===== src/design/srs19_pkg.sv =====
// ----------------------------------------------------------------------------
// srs19_pkg
// shared constants and helpers for the s19 record encoder
// ----------------------------------------------------------------------------
package srs19_pkg;

    // data bytes per full s1 record and longest s0 header text
    localparam int RECORD_BYTES = 16;
    localparam int HEADER_MAX   = 16;

    // configuration register indexes
    localparam logic [1:0] CFG_HDR_LOW   = 2'd0;
    localparam logic [1:0] CFG_HDR_HIGH  = 2'd1;
    localparam logic [1:0] CFG_HDR_LEN   = 2'd2;
    localparam logic [1:0] CFG_START_ADR = 2'd3;

    // record kinds
    typedef logic [1:0] rec_kind_t;
    localparam rec_kind_t REC_S0 = 2'd0;
    localparam rec_kind_t REC_S1 = 2'd1;
    localparam rec_kind_t REC_S5 = 2'd2;
    localparam rec_kind_t REC_S9 = 2'd3;

    // action codes on the input channel
    localparam logic ACT_DATA   = 1'b0;
    localparam logic ACT_FINISH = 1'b1;

    // ascii
    localparam logic [7:0] CHAR_S  = 8'h53;
    localparam logic [7:0] CHAR_NL = 8'h0A;

    // uppercase hex digit
    function automatic logic [7:0] hex_char(input logic [3:0] nib);
        hex_char = (nib < 4'd10) ? (8'h30 + {4'h0, nib}) : (8'h37 + {4'h0, nib});
    endfunction

    // record type digit after the leading s
    function automatic logic [7:0] type_char(input rec_kind_t kind);
        logic [7:0] c;
        c = 8'h30;
        case (kind)
            REC_S0:  c = 8'h30;
            REC_S1:  c = 8'h31;
            REC_S5:  c = 8'h35;
            REC_S9:  c = 8'h39;
            default: c = 8'h30;
        endcase
        type_char = c;
    endfunction

endpackage


===== src/design/srecord_s19_encoder_top.sv =====
// ----------------------------------------------------------------------------
// srecord_s19_encoder_top
// byte stream to motorola s19 text, one ascii character per output transaction
// ----------------------------------------------------------------------------
// usage:
//   s_ channel carries one transaction per raw data byte (s_action data) or a
//   finish request (s_action finish). m_ channel carries one ascii character
//   per transaction; m_last_of_run marks the final character caused by one
//   input transaction.
//   the first data byte of a file sends an s0 header record. every sixteenth
//   buffered byte sends an s1 record of 43 characters. finish flushes a
//   partial s1, then sends s5 (s1 count) and s9.
// flow:
//   the record sequencer emits one character per cycle unless a low m_ready
//   stalls it. an input transaction that does more than buffer a byte starts a
//   run of characters (s0: 11 + 2 * header bytes, s1: 11 + 2 * data bytes,
//   tail: 22). s_ready is low while the sequencer is emitting.
//   data bytes sit in a 16 x 8 synchronous buffer memory, read one position
//   ahead of the hex digits that need them.
// reset: clears file state and configuration, output channel goes empty.
// stall: a low m_ready freezes the output register and the sequencer; the
//   character shown stays unchanged until taken.
// ----------------------------------------------------------------------------
module srecord_s19_encoder_top (
    input  logic        aclk,
    input  logic        aresetn,
    // configuration write port
    input  logic        cfg_we,
    input  logic [1:0]  cfg_index,
    input  logic [63:0] cfg_wdata,
    // input channel
    input  logic        s_valid,
    output logic        s_ready,
    input  logic        s_action,
    input  logic [7:0]  s_data_byte,
    // output channel
    output logic        m_valid,
    input  logic        m_ready,
    output logic [7:0]  m_out_char,
    output logic        m_last_of_run
);
    import srs19_pkg::*;

    // sequencer states
    localparam logic [2:0] ST_IDLE = 3'd0;
    localparam logic [2:0] ST_S    = 3'd1;
    localparam logic [2:0] ST_TYPE = 3'd2;
    localparam logic [2:0] ST_HI   = 3'd3;
    localparam logic [2:0] ST_LO   = 3'd4;
    localparam logic [2:0] ST_NL   = 3'd5;

    // configuration registers
    logic [63:0] hdr_low_reg, hdr_high_reg;
    logic [4:0]  hdr_len_reg;
    logic [15:0] start_adr_reg;

    // file state
    logic [4:0]  fill_reg, fill_next;
    logic [15:0] cur_adr_reg, cur_adr_next;
    logic [15:0] rec_cnt_reg, rec_cnt_next;
    logic        hdr_sent_reg, hdr_sent_next;

    // sequencer
    logic [2:0]  state_reg, state_next;
    rec_kind_t   rec_reg, rec_next;
    logic [4:0]  pos_reg, pos_next;
    logic [7:0]  sum_reg, sum_next;
    logic        pend_s1_reg, pend_s1_next;
    logic        pend_tail_reg, pend_tail_next;

    // output register
    logic        m_valid_reg, m_valid_next;
    logic [7:0]  m_char_reg, m_char_next;
    logic        m_last_reg, m_last_next;

    // record buffer memory
    logic [7:0]  buf_mem [RECORD_BYTES];
    logic [7:0]  rd_data_reg;
    logic [3:0]  rd_addr;
    logic [3:0]  wr_addr;
    logic        wr_en;

    logic        accept;
    logic        advance;
    logic [4:0]  fill_new;
    logic [4:0]  hdr_len_eff;
    logic [4:0]  rec_len;
    logic [4:0]  last_pos;
    logic [15:0] rec_adr;
    logic [3:0]  data_idx;
    logic [127:0] hdr_bytes;
    logic [7:0]  cur_byte;

    assign s_ready       = (state_reg == ST_IDLE);
    assign accept        = s_valid && s_ready;
    assign advance       = (state_reg != ST_IDLE) && (!m_valid_reg || m_ready);
    assign m_valid       = m_valid_reg;
    assign m_out_char    = m_char_reg;
    assign m_last_of_run = m_last_reg;

    // header length above the limit is taken as the limit
    assign hdr_len_eff = (hdr_len_reg > 5'(HEADER_MAX)) ? 5'(HEADER_MAX) : hdr_len_reg;
    assign hdr_bytes   = {hdr_high_reg, hdr_low_reg};

    // first file byte goes to slot zero
    assign fill_new = (hdr_sent_reg ? fill_reg : 5'd0) + 5'd1;
    assign wr_addr  = hdr_sent_reg ? fill_reg[3:0] : 4'd0;
    assign wr_en    = accept && (s_action == ACT_DATA);

    // per-record length and address field
    always_comb begin
        rec_len = 5'd0;
        rec_adr = 16'h0000;
        case (rec_reg)
            REC_S0: rec_len = hdr_len_eff;
            REC_S1: begin
                rec_len = fill_reg;
                rec_adr = cur_adr_reg;
            end
            REC_S5: rec_adr = rec_cnt_reg;
            default: begin
                rec_len = 5'd0;
                rec_adr = 16'h0000;
            end
        endcase
    end

    assign last_pos = rec_len + 5'd3;
    assign data_idx = 4'(pos_reg - 5'd3);

    // byte being printed: count, address hi, address lo, data..., checksum
    always_comb begin
        if (pos_reg == last_pos) begin
            cur_byte = ~sum_reg;
        end else if (pos_reg == 5'd0) begin
            cur_byte = 8'(last_pos);
        end else if (pos_reg == 5'd1) begin
            cur_byte = rec_adr[15:8];
        end else if (pos_reg == 5'd2) begin
            cur_byte = rec_adr[7:0];
        end else if (rec_reg == REC_S0) begin
            cur_byte = hdr_bytes[{data_idx, 3'b000} +: 8];
        end else begin
            cur_byte = rd_data_reg;
        end
    end

    // read one position ahead so the data byte is ready at its hex digits
    assign rd_addr = 4'(pos_next - 5'd3);

    always_comb begin
        state_next     = state_reg;
        rec_next       = rec_reg;
        pos_next       = pos_reg;
        sum_next       = sum_reg;
        pend_s1_next   = pend_s1_reg;
        pend_tail_next = pend_tail_reg;
        fill_next      = fill_reg;
        cur_adr_next   = cur_adr_reg;
        rec_cnt_next   = rec_cnt_reg;
        hdr_sent_next  = hdr_sent_reg;
        m_valid_next   = m_valid_reg;
        m_char_next    = m_char_reg;
        m_last_next    = m_last_reg;

        // output slot taken
        if (m_valid_reg && m_ready) begin
            m_valid_next = 1'b0;
        end

        // new input transaction
        if (accept) begin
            if (s_action == ACT_DATA) begin
                fill_next    = fill_new;
                pend_tail_next = 1'b0;
                pend_s1_next = (fill_new >= 5'(RECORD_BYTES));
                if (!hdr_sent_reg) begin
                    hdr_sent_next = 1'b1;
                    cur_adr_next  = start_adr_reg;
                    rec_cnt_next  = 16'h0000;
                    rec_next      = REC_S0;
                    state_next    = ST_S;
                end else if (fill_new >= 5'(RECORD_BYTES)) begin
                    pend_s1_next = 1'b0;
                    rec_next     = REC_S1;
                    state_next   = ST_S;
                end
            end else begin
                pend_s1_next   = 1'b0;
                pend_tail_next = 1'b1;
                rec_next       = (fill_reg != 5'd0) ? REC_S1 : REC_S5;
                state_next     = ST_S;
            end
        end

        // one character per advance
        if (advance) begin
            m_valid_next = 1'b1;
            m_last_next  = 1'b0;
            unique case (state_reg)
                ST_S: begin
                    m_char_next = CHAR_S;
                    state_next  = ST_TYPE;
                end
                ST_TYPE: begin
                    m_char_next = type_char(rec_reg);
                    pos_next    = 5'd0;
                    sum_next    = 8'h00;
                    state_next  = ST_HI;
                end
                ST_HI: begin
                    m_char_next = hex_char(cur_byte[7:4]);
                    state_next  = ST_LO;
                end
                ST_LO: begin
                    m_char_next = hex_char(cur_byte[3:0]);
                    sum_next    = sum_reg + cur_byte;
                    if (pos_reg == last_pos) begin
                        state_next = ST_NL;
                    end else begin
                        pos_next   = pos_reg + 5'd1;
                        state_next = ST_HI;
                    end
                end
                ST_NL: begin
                    m_char_next = CHAR_NL;
                    state_next  = ST_S;
                    case (rec_reg)
                        REC_S0: begin
                            if (pend_s1_reg) begin
                                pend_s1_next = 1'b0;
                                rec_next     = REC_S1;
                            end else begin
                                state_next  = ST_IDLE;
                                m_last_next = 1'b1;
                            end
                        end
                        REC_S1: begin
                            cur_adr_next = cur_adr_reg + {11'd0, fill_reg};
                            rec_cnt_next = rec_cnt_reg + 16'd1;
                            fill_next    = 5'd0;
                            if (pend_tail_reg) begin
                                rec_next = REC_S5;
                            end else begin
                                state_next  = ST_IDLE;
                                m_last_next = 1'b1;
                            end
                        end
                        REC_S5: rec_next = REC_S9;
                        default: begin
                            // end of file
                            fill_next      = 5'd0;
                            rec_cnt_next   = 16'h0000;
                            hdr_sent_next  = 1'b0;
                            pend_tail_next = 1'b0;
                            state_next     = ST_IDLE;
                            m_last_next    = 1'b1;
                        end
                    endcase
                end
                default: state_next = ST_IDLE;
            endcase
        end
    end

    always_ff @(posedge aclk) begin
        if (!aresetn) begin
            state_reg     <= ST_IDLE;
            rec_reg       <= REC_S0;
            pos_reg       <= 5'd0;
            sum_reg       <= 8'h00;
            pend_s1_reg   <= 1'b0;
            pend_tail_reg <= 1'b0;
            fill_reg      <= 5'd0;
            cur_adr_reg   <= 16'h0000;
            rec_cnt_reg   <= 16'h0000;
            hdr_sent_reg  <= 1'b0;
            m_valid_reg   <= 1'b0;
            hdr_low_reg   <= 64'd0;
            hdr_high_reg  <= 64'd0;
            hdr_len_reg   <= 5'd0;
            start_adr_reg <= 16'h0000;
        end else begin
            state_reg     <= state_next;
            rec_reg       <= rec_next;
            pos_reg       <= pos_next;
            sum_reg       <= sum_next;
            pend_s1_reg   <= pend_s1_next;
            pend_tail_reg <= pend_tail_next;
            fill_reg      <= fill_next;
            cur_adr_reg   <= cur_adr_next;
            rec_cnt_reg   <= rec_cnt_next;
            hdr_sent_reg  <= hdr_sent_next;
            m_valid_reg   <= m_valid_next;
            // configuration writes
            if (cfg_we) begin
                unique case (cfg_index)
                    CFG_HDR_LOW:   hdr_low_reg   <= cfg_wdata;
                    CFG_HDR_HIGH:  hdr_high_reg  <= cfg_wdata;
                    CFG_HDR_LEN:   hdr_len_reg   <= cfg_wdata[4:0];
                    CFG_START_ADR: start_adr_reg <= cfg_wdata[15:0];
                    default:       hdr_len_reg   <= hdr_len_reg;
                endcase
            end
        end
    end

    // output payload needs no reset
    always_ff @(posedge aclk) begin
        m_char_reg <= m_char_next;
        m_last_reg <= m_last_next;
    end

    // record buffer: one write port, one registered read port
    always_ff @(posedge aclk) begin
        if (wr_en) begin
            buf_mem[wr_addr] <= s_data_byte;
        end
        rd_data_reg <= buf_mem[rd_addr];
    end

endmodule


===== config.mk =====
export PLATFORM = sky130hd
export DESIGN_NAME = srecord_s19_encoder_top
export DESIGN_NICKNAME = d
export VERILOG_FILES = /design/src/design/srs19_pkg.sv /design/src/design/srecord_s19_encoder_top.sv
export SDC_FILE = /design/constraint.sdc
export NUM_CORES = 1
export LEC_CHECK = 0
export ABC_AREA = 1
export BUFFER_PORTS_ARGS = -buffer_cell sky130_fd_sc_hd__buf_2
export CORE_MARGIN = 2
export CORE_UTILIZATION = 50
export CTS_BUF_LIST = sky130_fd_sc_hd__clkbuf_8 sky130_fd_sc_hd__clkbuf_16
export DETAILED_ROUTE_END_ITERATION = 16
export PLACE_DENSITY = 0.74
export SLEW_MARGIN = 20
export SYNTH_ARGS = -nofsm -noshare
export SYNTH_HDL_FRONTEND = slang
export SYNTH_SLANG_ARGS = --single-unit

===== constraint.sdc =====
create_clock -name aclk -period 3.7 [get_ports aclk]
set_clock_uncertainty 0.05 [all_clocks]
set_input_delay 0.37 -clock aclk [delete_from_list [all_inputs] [get_ports aclk]]
set_output_delay 0.37 -clock aclk [all_outputs]
set_load 0.01 [all_outputs]

## After elaboration in Yosys (flattened, before gate mapping)

Memories as Yosys holds them, arrays and structs flattened. A register that Yosys moved wholly into a read port is not among the register bits.
Cells that the tools add are included.

- Flip-flop bits (word level): 217
- Bits in writable memories: 128
- Input bits: 80
- Output and inout bits: 11
- Logic and storage cells: 156
- Memories kept: 1

- $add $sub $neg: 12
- $lt $le $gt $ge: 4
- Eq/ne operators: 15
- Shift operators: 1
- Mux-type cells: 79
- Bitwise gates (word level): 2
- Reductions and logical operators: 25

Memories:

| memory | depth | bits a word | rd ports | clocked after memory_dff | wr ports | line | source |
|---|---|---|---|---|---|---|---|
| buf_mem | 16 | 8 | 1 | 1 | 1 | srecord_s19_encoder_top.sv:77 | `logic [7:0] buf_mem [RECORD_BYTES];` |

Operators with widths:

| kind | number |
|---|---|
| 2-to-1 mux 16 bit | 11 |
| variable part select 128 x 8 -> 8 bit | 1 |
| one-hot mux 16 bit (2 select lines) | 2 |
| 2-to-1 mux 5 bit | 9 |
| 2-to-1 mux 8 bit | 5 |
| one-hot mux 8 bit (5 select lines) | 1 |
| one-hot mux 8 bit (4 select lines) | 1 |
| adder 6 x 4 -> 7 bit, first input constant | 4 |
| 2-to-1 mux 1 bit | 25 |
| one-hot mux 5 bit (2 select lines) | 2 |
| 2-to-1 mux 2 bit | 9 |
| 2-to-1 mux 3 bit | 6 |
| adder 16 x 1 -> 16 bit, second input constant | 1 |
| adder 16 x 5 -> 16 bit | 1 |
| one-hot mux 8 bit (2 select lines) | 1 |
| one-hot mux 3 bit (5 select lines) | 1 |
| 2-to-1 mux 7 bit | 2 |
| AND reduction 2 bit | 7 |
| adder 5 x 1 -> 5 bit, second input constant | 2 |
| nonzero test 5 bit | 2 |
| adder 8 bit | 1 |
| == test 2 bit, second input constant | 4 |
| less-than comparator 4 bit, second input constant | 2 |
| inverter 8 bit | 1 |
| other kinds (26) | 37 |

## Logic depth before layout (Yosys ltp)

- Depth in word-level cells: 11
- Gate-level depth with buffers: 32
- Depth with buffers taken out: 31

## Least setup slack after synthesis

No wires, ideal clock.

- Path type: register to register
- Start: reg pos_reg[0]
- End: reg sum_reg[7]
- Library setup time: 0.070 ns
- Data arrival time: 3.798 ns
- Data required time: 3.580 ns
- Path slack: -0.219 ns
- Stages on the path, launching flop included: 33
- Buffers on the path: 4
- Clock period less this slack: 3.919 ns
- Cells stage by stage: dfxtp_1 inv_2 buf_2 buf_2 ha_1 buf_2 clkbuf_1 o21ai_0 o211ai_1 nand3_1 nand3_1 nand2_1 nand2_1 nand2_1 nand2_1 nand2_1 nand2_1 nand2_1 inv_1 ha_1 nand2_1 nor2_1 a211oi_1 nor2_1 nor2_1 nor2_1 o21ai_0 nand2_1 a21oi_1 inv_1 nand2_1 nand3_1 a21oi_1

- Word-level cells in the longest chain between the ends: 9
- Elaborated cells on any way between the ends: 13
- Classes of those cells: 2 x add/sub; 3 x eq/ne; 1 x shift; 6 x mux; 1 x reduce/logical

Ends and longest elaborated chain:

| item | line | source |
|---|---|---|
| from (decl) | srecord_s19_encoder_top.sv:66 | `logic [4:0] pos_reg, pos_next;` |
| from (signal assigned) | srecord_s19_encoder_top.sv:286 | `pos_reg <= pos_next;` |
| subtractor 4 x 2 -> 4 bit | srecord_s19_encoder_top.sv:129 | `assign data_idx = 4'(pos_reg - 5'd3);` |
| variable part select 128 x 8 -> 8 bit | srecord_s19_encoder_top.sv:142 | `cur_byte = hdr_bytes[{data_idx, 3'b000} +: 8];` |
| 2-to-1 mux 8 bit | srecord_s19_encoder_top.sv:141 | `end else if (rec_reg == REC_S0) begin` |
| 2-to-1 mux 8 bit | srecord_s19_encoder_top.sv:139 | `end else if (pos_reg == 5'd2) begin` |
| 2-to-1 mux 8 bit | srecord_s19_encoder_top.sv:137 | `end else if (pos_reg == 5'd1) begin` |
| 2-to-1 mux 8 bit | srecord_s19_encoder_top.sv:135 | `end else if (pos_reg == 5'd0) begin` |
| 2-to-1 mux 8 bit (*) | srecord_s19_encoder_top.sv:133 | `if (pos_reg == last_pos) begin` |
| adder 8 bit (*) | srecord_s19_encoder_top.sv:217 | `sum_next = sum_reg + cur_byte;` |
| one-hot mux 8 bit (2 select lines) (*) | srecord_s19_encoder_top.sv:200 | `unique case (state_reg)` |
| to (signal assigned) | srecord_s19_encoder_top.sv:287 | `sum_reg <= sum_next;` |
| to (decl) | srecord_s19_encoder_top.sv:67 | `logic [7:0] sum_reg, sum_next;` |

Mark *: on every way between the ends. The rest lies on a longest branch, timed or not.
A chain may end at the register's enable or synchronous reset.

## Final worst setup path

- Start: reg rec_reg[1]
- End: reg sum_reg[7]

- Word-level cells in the longest chain between the ends: 8
- Elaborated cells on any way between the ends: 14
- Classes of those cells: 2 x add/sub; 3 x eq/ne; 8 x mux; 1 x reduce/logical

Ends and longest elaborated chain:

| item | line | source |
|---|---|---|
| from (decl) | srecord_s19_encoder_top.sv:65 | `rec_kind_t rec_reg, rec_next;` |
| from (signal assigned) | srecord_s19_encoder_top.sv:285 | `rec_reg <= rec_next;` |
| parallel branches: the longest is 5 deep, another holds adder 5 x 2 -> 5 bit | -- |  |
| 2-to-1 mux 8 bit (*) | srecord_s19_encoder_top.sv:133 |  |
| adder 8 bit (*) | srecord_s19_encoder_top.sv:217 |  |
| one-hot mux 8 bit (2 select lines) (*) | srecord_s19_encoder_top.sv:200 |  |

Mark *: on every way between the ends.

==> impl_metrics.yaml <==
outcome:
  status: "complete, but fails checks"
  violations: "negative setup slack"
detailed_routing:
  finalWirelength_mm: 50.6
  vias_per_cell: 5.60
  wire_per_inst_um: 17.5
  dr_total_vias: 16200
  detail_route.first_pass.iterations: 6
  drtAntennaViolNets: 0
  drt_iter0_drc: 1725
  drc: 0
timing:
  fmax_ghz: 0.270
  rsz0062_at_grt: "yes"
  setup_viol: 1
  finalHoldViolCount: 0
  worstMarginPinSlew_ns: 1.00
  period_share: 1.00
  final.setup.worst_slack_ns: -0.00880
  slew_headroom: 0.330
  setup_tns_ns: -0.00880
  slew_viol_final: 0
  fin_crit_ns: 3.71
synth:
  async_reset_ff_frac: 0
  synth.net_count: 2425
  syn_inst: 2313
  netlist-cell-type-count: 52
  yosysWarnings: 0
  ys_seq_area_frac: 0.477
  avgSynthCellArea_um2: 7.62
  synth_edf_count: 136
  synth_ff_type: "dfxtp_1"
  ys_ff_latch: 352
  syn_area_mm2: 0.0176
clock_network:
  root_buffer: "clkbuf_16"
  cts_tree: "done"
  htree_levels: 2
  cts.clk_slew.worst_paths_ns: 0.06
  numCtsBuffers: 39
  clockBufferDepth: 3
  cts.sink_count: 352
  clk_latency_ns: 0.55
worst_setup_path:
  cp-end-kind: "flop"
  cp.arrival_ns: 4.14
  slowest_delay_ns: 0.33
  crit_path_start_kind: "flop"
  critPathKind: "flop to flop"
  cp_slowest_cell: "dfxtp_2"
  r2r_setup_slack_ns: -0.009
  path_max_fanout: 4
  worstPathRequired_ns: 4.13
  critPathMostFrequentCell: "nand2_1"
grt:
  track_usage: 0.276
  grt_pass1_wl_mm: 80.8
  grt_max_degree: 107
  grt_pass1_vias: 15300
  grt-ovfl-total: 0
  antenna_found_initial: 0
floorplan:
  die-height_um: 192
  die-area_mm2: 0.0368
  rows: 68
  start_util: 0.509
  io_pins: 91
  die_w_um: 192
  core_mm2: 0.0346
layout:
  diodes: 0
  drive_above_1_share: 0.134
  n_fill_cell: 3054
  nets: 2517
  area_growth_pct: 15.2
  largest_reg_flops: 128
pwr:
  power.leakage_nw: 8.60
  ir_drop_v: 0.000508
  totalPowerFinal_mw: 9.00
  powerDensity_mw_per_mm2: 443
placed_design:
  port-buffer-count: 89
  dp_hpwl_mm: 34.0
  finalWeightedCongestion: 0.945
flow_run:
  cap_violations: 0
hold_path:
  hold_path_class: "input port to flop"
==> through the flow <==
stage | hold slack (ns) | worst slack [ns] | cells | instance area [µm²] | utilization
floorplan | 0.374 | 0.00170 | 2313 | 17600 | -
global placement | 0.385 | -0.0320 | 2810 | 18700 | 0.541
detailed placement | 0.386 | -0.129 | 2810 | 18700 | 0.541
CTS | 0.00202 | 0.0383 | 2882 | 20100 | 0.582
global route | 0.0146 | -0.250 | 2888 | 20300 | 0.587
finish | 0.0114 | -0.00880 | 2888 | 20300 | 0.587
==> repair_timing <==
| action | 4_1_cts | 5_1_grt |
|---|---|---|
| cloned | 1 | 1 |
| pin swaps | 3 | 32 |
| resized for setup | 12 | 28 |
| hold endpoints to repair | 1 | 0 |
| endpoints found under the setup margin | 2 | 12 |
| setup buffers | 1 | 5 |
| hold buffers | 1 | 0 |
==> final cells by class <==
type / instances / area (µm²) / area share
Clock inverter: 26 / 269 / 0.0132
Clock buffer: 43 / 1030 / 0.0508
Inverter: 246 / 926 / 0.0456
Tap cell: 455 / 569 / 0.0280
Multi-Input combinational cell: 1591 / 7860 / 0.387
Timing Repair Buffer: 175 / 1240 / 0.0611
Sequential cell: 352 / 8420 / 0.414
==> cell usage in the layout (no fill, tap or decap), types with 5 or more instances in the layout <==
master,Yosys,layout
nand4_1,8,8
nand3_1,265,264
nand3b_1,27,27
a31oi_1,6,6
xor2_1,7,7
edfxtp_1,136,136
clkbuf_16,0,40
o21ai_0,249,246
clkinv_1,7,13
ha_4,0,8
nand2_1,358,351
buf_12,0,8
o21ai_1,8,11
inv_2,13,18
dfxtp_1,216,212
ha_1,30,21
inv_1,226,224
a21oi_1,96,94
o22ai_1,13,13
o211ai_1,18,18
buf_2,27,88
clkinv_2,0,6
nor3_2,3,5
nor4_1,5,5
nor2_1,405,404
nand2_2,20,27
buf_4,7,74
nor3_1,25,23
==> worst max-delay path, delay by kind of cell (launching register included) <==
kind | cells | cell delay, ns
simple gates | 18 | 1.49
compound gates | 5 | 0.74
fa+ha+maj | 3 | 0.65
flops | 1 | 0.33
buf+inv | 3 | 0.20
xor+xnor | 1 | 0.14
==> synthesized netlist by cell type (13+ instances only) <==
master	number	area, µm²
o21ai_0	249	1250
nand2_2	20	125
nor2_1	405	1520
dfxtp_1	216	4320
inv_2	13	48.8
buf_2	27	135
a21oi_1	96	480
clkbuf_1	73	274
edfxtp_1	136	4080
inv_1	226	848
o211ai_1	18	135
o22ai_1	13	81.3
nand2_1	358	1340
nor3_1	25	125
ha_1	30	375
nand3b_1	27	203
nand3_1	265	1330
==> routing by layer <==
metal	vias to the layer above	routed length, µm	GRT usage
li1	7809	-	-
met5	-	0	0
met2	697	23700	0.459
met4	0	1130	0.0749
met1	7594	21700	0.375
met3	82	4070	0.0407
==> power by group <==
part | internal [mW] | switching (mW)
Clock | 2.30 | 1.63
Combinational | 0.279 | 0.575
Sequential | 4.15 | 0.0672
==> logic make-up (layout without fill, tap and decap cells) <==
kind of cell | count (synthesis) | after routing | synth area share
simple gates | 1135 | 1135 | 0.280
compound gates | 410 | 410 | 0.125
buf+inv | 370 | 490 | 0.0869
flops | 352 | 352 | 0.477
fa+ha+maj | 32 | 32 | 0.0236
xor+xnor | 13 | 13 | 0.00816
other cells | 1 | 1 | 0.000213
==> path summary, 6_finish.rpt <==
| kind | from | to | depth (start not counted) |
|---|---|---|---|
| max | rec_reg[1] | sum_reg[7] | 30 |
| min | cfg_wdata[46] | hdr_high_reg[46] | 3 |
| max reg2reg | rec_reg[1] | sum_reg[7] | 30 |
| min reg2reg | start_adr_reg[2] | start_adr_reg[2] | 2 |
Power figures use the tool's default switching activity.
